## config.mk

```make
export PLATFORM = sky130hd
export DESIGN_NAME = buffered_serial_fifo_pair
export DESIGN_NICKNAME = d
export VERILOG_FILES = /design/src/rtl/core/sfp_pkg.sv /design/src/rtl/core/sfp_ram.sv /design/src/rtl/core/sfp_ctrl.sv /design/src/rtl/core/buffered_serial_fifo_pair.sv
export SDC_FILE = /design/constraint.sdc
export NUM_CORES = 1
export LEC_CHECK = 0
export BUFFER_PORTS_ARGS = -buffer_cell sky130_fd_sc_hd__buf_4
export CAP_MARGIN = 25
export CORE_ASPECT_RATIO = 0.8
export CORE_MARGIN = 1.5
export CORE_UTILIZATION = 50
export CTS_CLUSTER_SIZE = 16
export DETAILED_ROUTE_END_ITERATION = 8
export GPL_TIMING_DRIVEN = 0
export PLACE_DENSITY = 0.68
export SLEW_MARGIN = 20
export SYNTH_ARGS = -nofsm -noshare
export SYNTH_HDL_FRONTEND = slang
export SYNTH_SLANG_ARGS = --single-unit
```

## constraint.sdc

```tcl
create_clock -name i_clk -period 3.7 [get_ports i_clk]
set_input_delay 0.37 -clock i_clk [delete_from_list [all_inputs] [get_ports i_clk]]
set_output_delay 0.37 -clock i_clk [all_outputs]
set_load 0.02 [all_outputs]
```

## src/rtl/core/sfp_pkg.sv

```systemverilog
package sfp_pkg;

    // Default ring depth in slots; one slot always stays empty
    localparam int DEPTH_DEF = 64;

    localparam int BYTE_W = 8;
    localparam int RXC_W  = 6;

    // Request kinds
    typedef enum logic [1:0] {
        REQ_SEND     = 2'd0,
        REQ_READ     = 2'd1,
        REQ_LINE_RX  = 2'd2,
        REQ_LINE_RDY = 2'd3
    } t_req_type;

    typedef struct packed {
        t_req_type         req_type;
        logic [BYTE_W-1:0] byte_in;
    } t_in;

    typedef struct packed {
        logic              line_valid;
        logic [BYTE_W-1:0] line_byte;
        logic [BYTE_W-1:0] read_byte;
        logic              accepted;
        logic [RXC_W-1:0]  rx_count;
        logic              tx_busy;
    } t_out;

    // Result of a request whose ring read is still in flight
    typedef struct packed {
        logic              line_valid;
        logic [BYTE_W-1:0] line_byte;
        logic              take_tx;
        logic              take_rx;
        logic              accepted;
        logic [RXC_W-1:0]  rx_count;
        logic              tx_busy;
    } t_pend;

    // Ring memory strobes
    typedef struct packed {
        logic tx_we;
        logic tx_re;
        logic rx_we;
        logic rx_re;
    } t_mem_ctl;

endpackage

```

## src/rtl/core/sfp_ram.sv

```systemverilog
module sfp_ram #(
    parameter int WIDTH = sfp_pkg::BYTE_W,
    parameter int DEPTH = sfp_pkg::DEPTH_DEF
) (
    input  logic                     i_clk,
    input  logic                     i_we,
    input  logic [$clog2(DEPTH)-1:0] i_waddr,
    input  logic [WIDTH-1:0]         i_wdata,
    input  logic                     i_re,
    input  logic [$clog2(DEPTH)-1:0] i_raddr,
    output logic [WIDTH-1:0]         o_rdata
);

    logic [WIDTH-1:0] r_mem [DEPTH];
    logic [WIDTH-1:0] r_rdata;

    // Write port and registered read port; read data holds between reads
    always_ff @(posedge i_clk) begin
        if (i_we) begin
            r_mem[i_waddr] <= i_wdata;
        end
        if (i_re) begin
            r_rdata <= r_mem[i_raddr];
        end
    end

    assign o_rdata = r_rdata;

endmodule

```

## src/rtl/core/sfp_ctrl.sv

```systemverilog
module sfp_ctrl #(
    parameter int DEPTH = sfp_pkg::DEPTH_DEF
) (
    input  logic                     i_clk,
    input  logic                     i_rst_n,
    input  logic                     i_accept,
    input  sfp_pkg::t_in             i_req,
    output sfp_pkg::t_mem_ctl        o_mem,
    output logic [$clog2(DEPTH)-1:0] o_tx_waddr,
    output logic [$clog2(DEPTH)-1:0] o_tx_raddr,
    output logic [$clog2(DEPTH)-1:0] o_rx_waddr,
    output logic [$clog2(DEPTH)-1:0] o_rx_raddr,
    output sfp_pkg::t_pend           o_pend
);

    localparam int PTR_W = $clog2(DEPTH);
    localparam int CNT_W = PTR_W + 1;
    localparam logic [CNT_W-1:0] DEPTH_C = CNT_W'(DEPTH);
    localparam logic [PTR_W-1:0] LAST_C  = PTR_W'(DEPTH - 1);

    logic [PTR_W-1:0] r_tx_head, r_tx_tail, r_rx_head, r_rx_tail;
    logic [PTR_W-1:0] n_tx_head, n_tx_tail, n_rx_head, n_rx_tail;
    logic             r_sending, n_sending;

    sfp_pkg::t_mem_ctl s_mem;
    sfp_pkg::t_pend    s_pend;
    logic [CNT_W-1:0]  s_rx_cnt;
    logic [sfp_pkg::RXC_W+CNT_W-1:0] s_rx_cnt_ext;

    function automatic logic [PTR_W-1:0] f_next(input logic [PTR_W-1:0] p);
        logic [PTR_W-1:0] q;
        q = (p == LAST_C) ? '0 : p + 1'b1;
        return q;
    endfunction

    // Decode the request against the current pointers
    always_comb begin
        n_tx_head = r_tx_head;
        n_tx_tail = r_tx_tail;
        n_rx_head = r_rx_head;
        n_rx_tail = r_rx_tail;
        n_sending = r_sending;
        s_mem     = '0;
        s_pend    = '0;
        unique case (i_req.req_type)
            sfp_pkg::REQ_SEND: begin
                if (!r_sending) begin
                    s_pend.line_valid = 1'b1;
                    s_pend.line_byte  = i_req.byte_in;
                    s_pend.accepted   = 1'b1;
                    n_sending         = 1'b1;
                end else if (f_next(r_tx_head) != r_tx_tail) begin
                    s_mem.tx_we     = 1'b1;
                    s_pend.accepted = 1'b1;
                    n_tx_head       = f_next(r_tx_head);
                end
            end
            sfp_pkg::REQ_READ: begin
                if (r_rx_head != r_rx_tail) begin
                    s_mem.rx_re     = 1'b1;
                    s_pend.take_rx  = 1'b1;
                    s_pend.accepted = 1'b1;
                    n_rx_tail       = f_next(r_rx_tail);
                end
            end
            sfp_pkg::REQ_LINE_RX: begin
                if (f_next(r_rx_head) != r_rx_tail) begin
                    s_mem.rx_we     = 1'b1;
                    s_pend.accepted = 1'b1;
                    n_rx_head       = f_next(r_rx_head);
                end
            end
            sfp_pkg::REQ_LINE_RDY: begin
                if (r_sending) begin
                    if (r_tx_head == r_tx_tail) begin
                        n_sending = 1'b0;
                    end else begin
                        s_mem.tx_re       = 1'b1;
                        s_pend.take_tx    = 1'b1;
                        s_pend.line_valid = 1'b1;
                        s_pend.accepted   = 1'b1;
                        n_tx_tail         = f_next(r_tx_tail);
                    end
                end
            end
        endcase

        // Receive fill level after this request
        if (n_rx_head >= n_rx_tail) begin
            s_rx_cnt = CNT_W'(n_rx_head) - CNT_W'(n_rx_tail);
        end else begin
            s_rx_cnt = DEPTH_C - CNT_W'(n_rx_tail) + CNT_W'(n_rx_head);
        end
        s_rx_cnt_ext    = {sfp_pkg::RXC_W'(0), s_rx_cnt};
        s_pend.rx_count = s_rx_cnt_ext[sfp_pkg::RXC_W-1:0];
        s_pend.tx_busy  = n_sending;
    end

    // Advance pointers only on an accepted request
    always_ff @(posedge i_clk) begin
        if (!i_rst_n) begin
            r_tx_head <= '0;
            r_tx_tail <= '0;
            r_rx_head <= '0;
            r_rx_tail <= '0;
            r_sending <= 1'b0;
        end else if (i_accept) begin
            r_tx_head <= n_tx_head;
            r_tx_tail <= n_tx_tail;
            r_rx_head <= n_rx_head;
            r_rx_tail <= n_rx_tail;
            r_sending <= n_sending;
        end
    end

    assign o_mem      = i_accept ? s_mem : '0;
    assign o_tx_waddr = r_tx_head;
    assign o_tx_raddr = r_tx_tail;
    assign o_rx_waddr = r_rx_head;
    assign o_rx_raddr = r_rx_tail;
    assign o_pend     = s_pend;

    // A queued transmit byte exists only while the line is busy
    a_queue_busy: assert property (@(posedge i_clk) disable iff (!i_rst_n)
        (r_tx_head != r_tx_tail) |-> r_sending)
        else $error("transmit queue holds bytes while idle");

    // Receive pointers stay inside the ring
    a_rx_range: assert property (@(posedge i_clk) disable iff (!i_rst_n)
        ({1'b0, r_rx_head} < DEPTH_C) && ({1'b0, r_rx_tail} < DEPTH_C))
        else $error("receive pointer out of range");

    // Never read and write the same ring for one request
    a_one_port: assert property (@(posedge i_clk) disable iff (!i_rst_n)
        !(o_mem.tx_we && o_mem.tx_re) && !(o_mem.rx_we && o_mem.rx_re))
        else $error("ring read and write in one request");

endmodule

```

## src/rtl/core/buffered_serial_fifo_pair.sv

```systemverilog
// Transmit and receive byte rings between a host and a serial line.
// Input channel (i_in_valid / o_in_stall / i_in) carries one request:
// host send, host read, byte received from the line, or line ready.
// Output channel (o_out_valid / i_out_stall / o_out) returns exactly one
// result per request, in request order, with the receive fill level and
// the transmitter busy flag after that request.
// Each ring holds up to DEPTH-1 bytes; a send to a full transmit ring and
// a line byte into a full receive ring are dropped with accepted low.
// A result passes the ring memory read, taken with the pending stage,
// and then the output register. Throughput: one request per cycle while
// o_in_stall is low. Pointers update at accept, so the ring memories are
// read and written at most once per request each.
// Reset clears the ring pointers and the busy flag; ring contents are not
// cleared and need no clearing pass.
// When the receiver stalls, the output register holds; one more request
// may finish its memory read, then o_in_stall rises until the output drains.
module buffered_serial_fifo_pair #(
    parameter int DEPTH = sfp_pkg::DEPTH_DEF
) (
    input  logic          i_clk,
    input  logic          i_rst_n,
    input  logic          i_in_valid,
    output logic          o_in_stall,
    input  sfp_pkg::t_in  i_in,
    output logic          o_out_valid,
    input  logic          i_out_stall,
    output sfp_pkg::t_out o_out
);

    localparam int PTR_W = $clog2(DEPTH);

    logic s_accept, s_move;

    sfp_pkg::t_mem_ctl s_mem;
    logic [PTR_W-1:0]  s_tx_waddr, s_tx_raddr, s_rx_waddr, s_rx_raddr;
    logic [sfp_pkg::BYTE_W-1:0] s_tx_rdata, s_rx_rdata;

    logic           r_pend_valid;
    sfp_pkg::t_pend r_pend, n_pend;
    logic           r_out_valid;
    sfp_pkg::t_out  r_out, n_out;

    // Handshake: pending stage moves when the output register is free
    assign s_move     = !r_out_valid || !i_out_stall;
    assign o_in_stall = r_pend_valid && !s_move;
    assign s_accept   = i_in_valid && !o_in_stall;

    sfp_ctrl #(
        .DEPTH(DEPTH)
    ) u_ctrl (
        .i_clk      (i_clk),
        .i_rst_n    (i_rst_n),
        .i_accept   (s_accept),
        .i_req      (i_in),
        .o_mem      (s_mem),
        .o_tx_waddr (s_tx_waddr),
        .o_tx_raddr (s_tx_raddr),
        .o_rx_waddr (s_rx_waddr),
        .o_rx_raddr (s_rx_raddr),
        .o_pend     (n_pend)
    );

    sfp_ram #(
        .WIDTH(sfp_pkg::BYTE_W),
        .DEPTH(DEPTH)
    ) u_tx_ram (
        .i_clk   (i_clk),
        .i_we    (s_mem.tx_we),
        .i_waddr (s_tx_waddr),
        .i_wdata (i_in.byte_in),
        .i_re    (s_mem.tx_re),
        .i_raddr (s_tx_raddr),
        .o_rdata (s_tx_rdata)
    );

    sfp_ram #(
        .WIDTH(sfp_pkg::BYTE_W),
        .DEPTH(DEPTH)
    ) u_rx_ram (
        .i_clk   (i_clk),
        .i_we    (s_mem.rx_we),
        .i_waddr (s_rx_waddr),
        .i_wdata (i_in.byte_in),
        .i_re    (s_mem.rx_re),
        .i_raddr (s_rx_raddr),
        .o_rdata (s_rx_rdata)
    );

    // Merge ring read data into the result
    always_comb begin
        n_out.line_valid = r_pend.line_valid;
        n_out.line_byte  = r_pend.take_tx ? s_tx_rdata : r_pend.line_byte;
        n_out.read_byte  = r_pend.take_rx ? s_rx_rdata : '0;
        n_out.accepted   = r_pend.accepted;
        n_out.rx_count   = r_pend.rx_count;
        n_out.tx_busy    = r_pend.tx_busy;
    end

    // Track occupancy of the pending stage and the output register
    always_ff @(posedge i_clk) begin
        if (!i_rst_n) begin
            r_pend_valid <= 1'b0;
            r_out_valid  <= 1'b0;
        end else begin
            if (s_accept) begin
                r_pend_valid <= 1'b1;
            end else if (s_move) begin
                r_pend_valid <= 1'b0;
            end
            if (r_pend_valid && s_move) begin
                r_out_valid <= 1'b1;
            end else if (!i_out_stall) begin
                r_out_valid <= 1'b0;
            end
        end
    end

    // Capture payloads
    always_ff @(posedge i_clk) begin
        if (s_accept) begin
            r_pend <= n_pend;
        end
        if (r_pend_valid && s_move) begin
            r_out <= n_out;
        end
    end

    assign o_out_valid = r_out_valid;
    assign o_out       = r_out;

    // A byte handed to the line always counts as taking effect
    a_line_acc: assert property (@(posedge i_clk) disable iff (!i_rst_n)
        (o_out_valid && o_out.line_valid) |-> o_out.accepted)
        else $error("line byte without accepted");

    // A nonzero read byte only comes from a successful read
    a_read_acc: assert property (@(posedge i_clk) disable iff (!i_rst_n)
        (o_out_valid && (o_out.read_byte != '0)) |-> o_out.accepted)
        else $error("read byte without accepted");

endmodule

```

==> results.yml, run 1 <==
job:
  maxCapViolCount: 0
synthesis:
  async_flop_share: 0
  ys_warn_count: 0
  synth_nets: 2120
  ys_ff_latch: 1111
  avgSynthCellArea_sq_um: 21.09
  synth_edf_count: 1084
  netlist_area_sq_mm: 0.04410
  synthFlopType: "edfxtp_1"
  synth_cell_types: 55
  syn_inst: 2091
  ys_seq_area_frac: 0.7504
worst_setup_path:
  slowest_delay_ps: 420
  start_kind: "flop"
  required_ps: 4120
  crit_fanout: 6
  cp-end-kind: "flop"
  path_class: "flop to flop"
  arrival_ps: 4120
  cp_slowest_cell: "dfxtp_2"
  crit_chain: "ha_4, and2_1, a21oi_1, a221oi_2, nand3_2, o21ai_4, mux2_2, ha_1, nor2b_1, nor3_2, o21bai_1, a21oi_2, xor2_1, xnor2_1"
floorplan:
  rows: 97
  die-area_sq_mm: 0.09000
  io_pins: 41
  fp.dieW_um: 335.0
  start_util: 0.5040
  fp.dieH_um: 268.6
  core_region_area_sq_mm: 0.08751
global_route:
  grt_usage: 0.2355
  antenna_found_initial: 4
  first_global_vias: 21880
  grt_max_degree: 130
  overflow: 0
  grt_pass1_wl_um: 151200
cells_and_area:
  final_common_cell: "edfxtp_1"
  design_area_sq_mm: 0.05041
  area_growth_pct: 14.32
  final_cell_mix: "1084 x edfxtp_1, 308 x mux4_2, 107 x clkbuf_16"
  fin_util: 0.5761
  drive_gt1_frac: 0.3089
  nets: 2300
routing:
  routedWlPerCell_um: 29.63
  dr_wl_met2_um: 46530
  vias: 22190
  met3_length_um: 11890
  highest_layer: "met5"
  met1_length_um: 44420
  drtIter0Drc: 2816
  drtAntennaViolNets: 0
  drt_pass1_iterations: 5
  detail_route.wirelength_um: 105200
  drc: 0
  routed_via_density: 6.252
clock_network:
  insertion_delay_ps: 680
  cts-root-buf: "clkbuf_16"
  clk_pin_slew_worst_paths_ps: 60
  clkSinkCount: 1111
  cts_tree: "yes"
  cts_inserted_buffers: 106
  clk_path_buf_depth: 3
  cts-htree-levels: 3
sta:
  rsz0062_at_grt: "true"
  skew_ps: 23.33
  drv_slew: 0
  timing.fmax_mhz: 270.2
  relSlewSlack: 0.2518
  finalCritPeriodShare: 1.000
  fin_crit_ps: 3701
  setup_violations: 1
  setup_ws_ps: -0.6386
  hold_viol: 0
  worstMarginPinSlew_ps: 1119
placed_design:
  hpwl_um: 68070
  place_area_sq_mm: 0.04661
  port_buffers: 40
  gp_congestion: 0.8585
worst_hold_path:
  hold_path_class: "input pin to flop"
outcome:
  status: "finished with violations"
  violations: "setup timing"
power_and_ir_drop:
  power_density_mw_per_mm2: 498.1
  ir_worst_vdd_uv: 367.2
  p_leak_uw: 0.01529
-- cells by family after synthesis --
logic type	Yosys count	share of synthesized area
AND/OR/NAND/NOR	304	0.03476
XOR/XNOR	40	0.008115
buffers and inverters	149	0.01481
adder cells (fa/ha/maj)	15	0.004426
flip-flops	1111	0.7504
AO/OA/AOI/OAI	102	0.01583
multiplexers	370	0.1717
-- worst paths after layout --
kind / from / endpoint / slack (ps) / cells past startpoint
min: i_in[2] / u_rx_ram.r_mem[57][2] / 70 / 1
min reg2reg: n_out[3] / o_out[3] / 420 / 0
max: u_ctrl.o_rx_waddr[0] / n_out[6] / -0.6 / 14
max reg2reg: u_ctrl.o_rx_waddr[0] / n_out[6] / -0.6 / 14
-- power by group --
part / internal, uW / leakage, uW / switching, uW / total (uW)
clock network: 6100 / 0.00168 / 4650 / 10800
registers: 13800 / 0.0100 / 15.1 / 13900
logic: 141 / 0.00361 / 362 / 503
-- cell type report --
class,count,area [sq um]
Inverter,13,56.30
Antenna cell,1,2.502
Clock buffer,127,2753
Multi-Input combinational cell,831,10960
Buffer,131,616.8
Clock inverter,70,710.7
Tap cell,1188,1486
Timing Repair Buffer,77,734.5
Fill cell,6230,37090
Sequential cell,1111,33100
-- flip-flops by register name, indices dropped and copies added, names as in the netlist --
name / count
u_rx_ram.r_mem: 512
o_out: 25
u_ctrl.o_tx_raddr: 6
u_ctrl.o_rx_raddr: 6
u_ctrl.o_tx_waddr: 6
u_rx_ram.o_rdata: 8
r_pend: 10
u_tx_ram.o_rdata: 8
o_out_valid: 1
u_tx_ram.r_mem: 512
u_ctrl.o_rx_waddr: 6
u_ctrl.r_sending: 1
r_pend_valid: 1
n_out: 9
-- Yosys cell counts (9+ instances only) --
cell type	instances	area [sq um]
clkbuf_1	65	244.0
xor2_1	20	175.2
mux2_2	10	112.6
inv_1	11	41.29
a21oi_1	31	155.2
ha_1	14	175.2
nand3b_1	10	75.07
mux2i_1	52	520.5
o22ai_1	9	56.30
xnor2_1	19	166.4
mux4_2	308	6937
dfxtp_1	27	540.5
nand3_1	15	75.07
or3_1	9	56.30
o221ai_1	17	148.9
buf_2	41	205.2
nor3_1	107	535.5
and2_1	22	137.6
nor2_1	51	191.4
nand2_1	48	180.2
buf_1	20	75.07
and3_1	10	62.56
edfxtp_1	1084	32550
-- layer usage --
metal,vias to the layer above,track usage
met5,-,0
met4,2,0.05748
met3,159,0.07278
met2,1184,0.3419
met1,11740,0.3513
li1,9099,-
-- worst max-delay path, delay by kind of cell, from the launching register on --
kind / cells / cell delay, ps
compound gates: 5 / 1090
simple gates: 4 / 760
mux: 1 / 360
xor+xnor: 2 / 330
flops: 1 / 420
fa+ha+maj: 2 / 460
-- stage by stage --
stage	total power, uW	std cells	worst slack, ps	hold slack (ps)	TNS, ps
CTS	25200	3540	-194.2	188.5	-194.2
detailed placement	14600	3340	-1103	404.5	-87880
floorplan	14290	2091	190.6	400.3	0
global placement	14560	3319	-1017	409.4	-690780
finish	25110	3549	-0.6386	73.08	-0.6386
global route	25720	3548	-151.6	68.54	-151.6
-- timing repair --
item / 4_1_cts / 5_1_grt
hold endpoints to repair: 4 / 0
gates resized for setup: 20 / 31
setup endpoints to repair: 705 / 388
setup buffers: 1 / 7
pin swaps: 3 / 2
hold buffers: 3 / 0
Note: power is estimated with default switching activity, not from simulation.
==> run 2: changes to the inputs <==
CTS_BUF_LIST = sky130_fd_sc_hd__clkbuf_2 sky130_fd_sc_hd__clkbuf_4 sky130_fd_sc_hd__clkbuf_8   (was not set)
MAX_ROUTING_LAYER = met4   (was not set)
==> results.yml, run 2 (synthesis results as in run 1) <==
sta:
  hold_viol: 0
  fin_crit_ps: 3655
  skew_ps: 47.59
  worstMarginPinSlew_ps: 1225
  setup_violations: 0
  finalCritPeriodShare: 0.9878
  timing.fmax_mhz: 273.6
  rsz0062_at_grt: "true"
  relSlewSlack: 0.1830
  drv_slew: 0
routing:
  drt_pass1_iterations: 5
  drtIter0Drc: 3264
  drtAntennaViolNets: 0
  detail_route.wirelength_um: 104700
  routedWlPerCell_um: 28.58
  drc: 0
  vias: 22500
  routed_via_density: 6.141
clock_network:
  cts_inserted_buffers: 169
  cts-htree-levels: 4
  cts_tree: "yes"
  clkSinkCount: 1111
  clk_pin_slew_worst_paths_ps: 70
  clk_path_buf_depth: 3
  insertion_delay_ps: 870
  cts-root-buf: "clkbuf_8"
global_route:
  first_global_vias: 22360
  antenna_found_initial: 8
  overflow: 0
  grt_pass1_wl_um: 152400
  grt_usage: 0.2446
  grt_max_degree: 130
floorplan:
  core_region_area_sq_mm: 0.08751
  die-area_sq_mm: 0.09000
  fp.dieW_um: 335.0
  io_pins: 41
  rows: 97
  fp.dieH_um: 268.6
  start_util: 0.5040
cells_and_area:
  final_cells: 3663
  nets: 2363
  final_common_cell: "edfxtp_1"
  fillers: 6283
  area_growth_pct: 14.35
  drive_gt1_frac: 0.3395
  final_cell_mix: "1084 x edfxtp_1, 308 x mux4_2, 169 x clkbuf_8"
worst_setup_path:
  r2r_start: "u_ctrl.o_rx_raddr[2]"
  cp-end-kind: "flop"
  cp_slowest_cell: "clkbuf_1"
  arrival_ps: 4240
  slowest_delay_ps: 570
  path_buf_inv: 4
  path_class: "flop to flop"
  start_kind: "flop"
  cp-startpoint: "u_ctrl.o_rx_raddr[2]"
  cp_top_family: "buffers and inverters"
  crit_chain: "buf_2, buf_2, clkbuf_1, clkbuf_2, xor2_1, ha_1, o21ai_0, o21bai_1, a21oi_2, xor2_1, xnor2_1"
  crit_fanout: 10
  required_ps: 4280
worst_hold_path:
  hold_path_class: "input pin to flop"
  hp-start: "i_in[6]"
power_and_ir_drop:
  ir_worst_vdd_uv: 346.3
  p_leak_uw: 0.01555
  power_frac_seq: 0.563
  p_int_uw: 19450
  report.power.total_uw: 24640
  power_density_mw_per_mm2: 488.6
  clkPwrFrac: 0.417
  combPwrFrac: 0.020
  switching_share: 0.2107
  p_sw_uw: 5192
placed_design:
  hpwl_um: 68080
  dp.cells: 3340
  gp_congestion: 0.8981
  port_buffers: 40
outcome:
  status: "completed"
job:
  maxCapViolCount: 0
[run 2: cell types whose count changed in the layout (fill, tap and decap cells not counted), moves of 5 or more]
cell        before  now
inv_8            0    5
clkbuf_8         0  169
nor3_4          10   24
clkbuf_1        70   54
clkbuf_16      107    0
clkinv_1        23   35
clkbuf_4         5   67
nor3_2          87   76
inv_12           0    5
clkinvlp_4       9    3
[run 2: per-stage QoR]
step | worst slack (ps) | cell area (sq um) | setup TNS [ps] | utilization | hold slack [ps]
final | 45.20 | 50430 | 0 | 0.5763 | 74.29
after global routing | -147.3 | 50420 | -2466 | 0.5762 | 53.39
after CTS | -25.02 | 50180 | -25.02 | 0.5734 | 16.36
after detailed placement | -713.6 | 46630 | -33970 | 0.5328 | 404.5
after global placement | -1051 | 45890 | -699880 | 0.5244 | 409.6
after floorplan | 190.6 | 44100 | 0 | - | 400.3
[run 2: repair_timing]
action / 4_1_cts / 5_1_grt
pin swaps: 3 / 3
hold buffers: 6 / 0
buffers inserted: 1 / 6
endpoints found under the setup margin: 522 / 443
endpoints found under the hold margin: 41 / 0
gates resized for setup: 17 / 39
[run 2: metal layers]
metal,part of all wire,vias to the layer above,track usage
li1,-,9277,-
met1,0.42,11820,0.3618
met2,0.45,1263,0.3428
met3,0.11,138,0.06178
met4,0.015,0,0.06090
met5,0,-,-
[run 2: path summary, 6_finish.rpt]
| kind | to | slack (ps) | cells after the start |
|---|---|---|---|
| max | n_out[6] | 50 | 11 |
| min | u_rx_ram.r_mem[58][6] | 70 | 1 |
| max reg2reg | n_out[6] | 50 | 11 |
| min reg2reg | o_out[2] | 420 | 0 |
[run 2: power groups by stage]
stage / Sequential (uW) / Clock, uW / Combinational [uW]
5_1_grt: 13900 / 10900 / 530
6_report: 13900 / 10300 / 497
3_3_place_gp: 14100 / 0 / 431
2_1_floorplan: 14100 / 0 / 151
4_1_cts: 13900 / 10400 / 486
3_5_place_dp: 14100 / 0 / 477
[run 2: area by class of cell]
class	instances	area, sq um	share of cell area
flip-flops and latches	1111	33090	0.6563
multi-input cells	831	11050	0.2191
clock buffers	231	2791	0.05536
well taps	1188	1486	0.02948
repair buffers	75	675.6	0.01340
clock inverters	77	644.4	0.01278
plain buffers	133	620.6	0.01231
inverters	13	56.30	0.001117
diodes	4	10.01	0.0001985
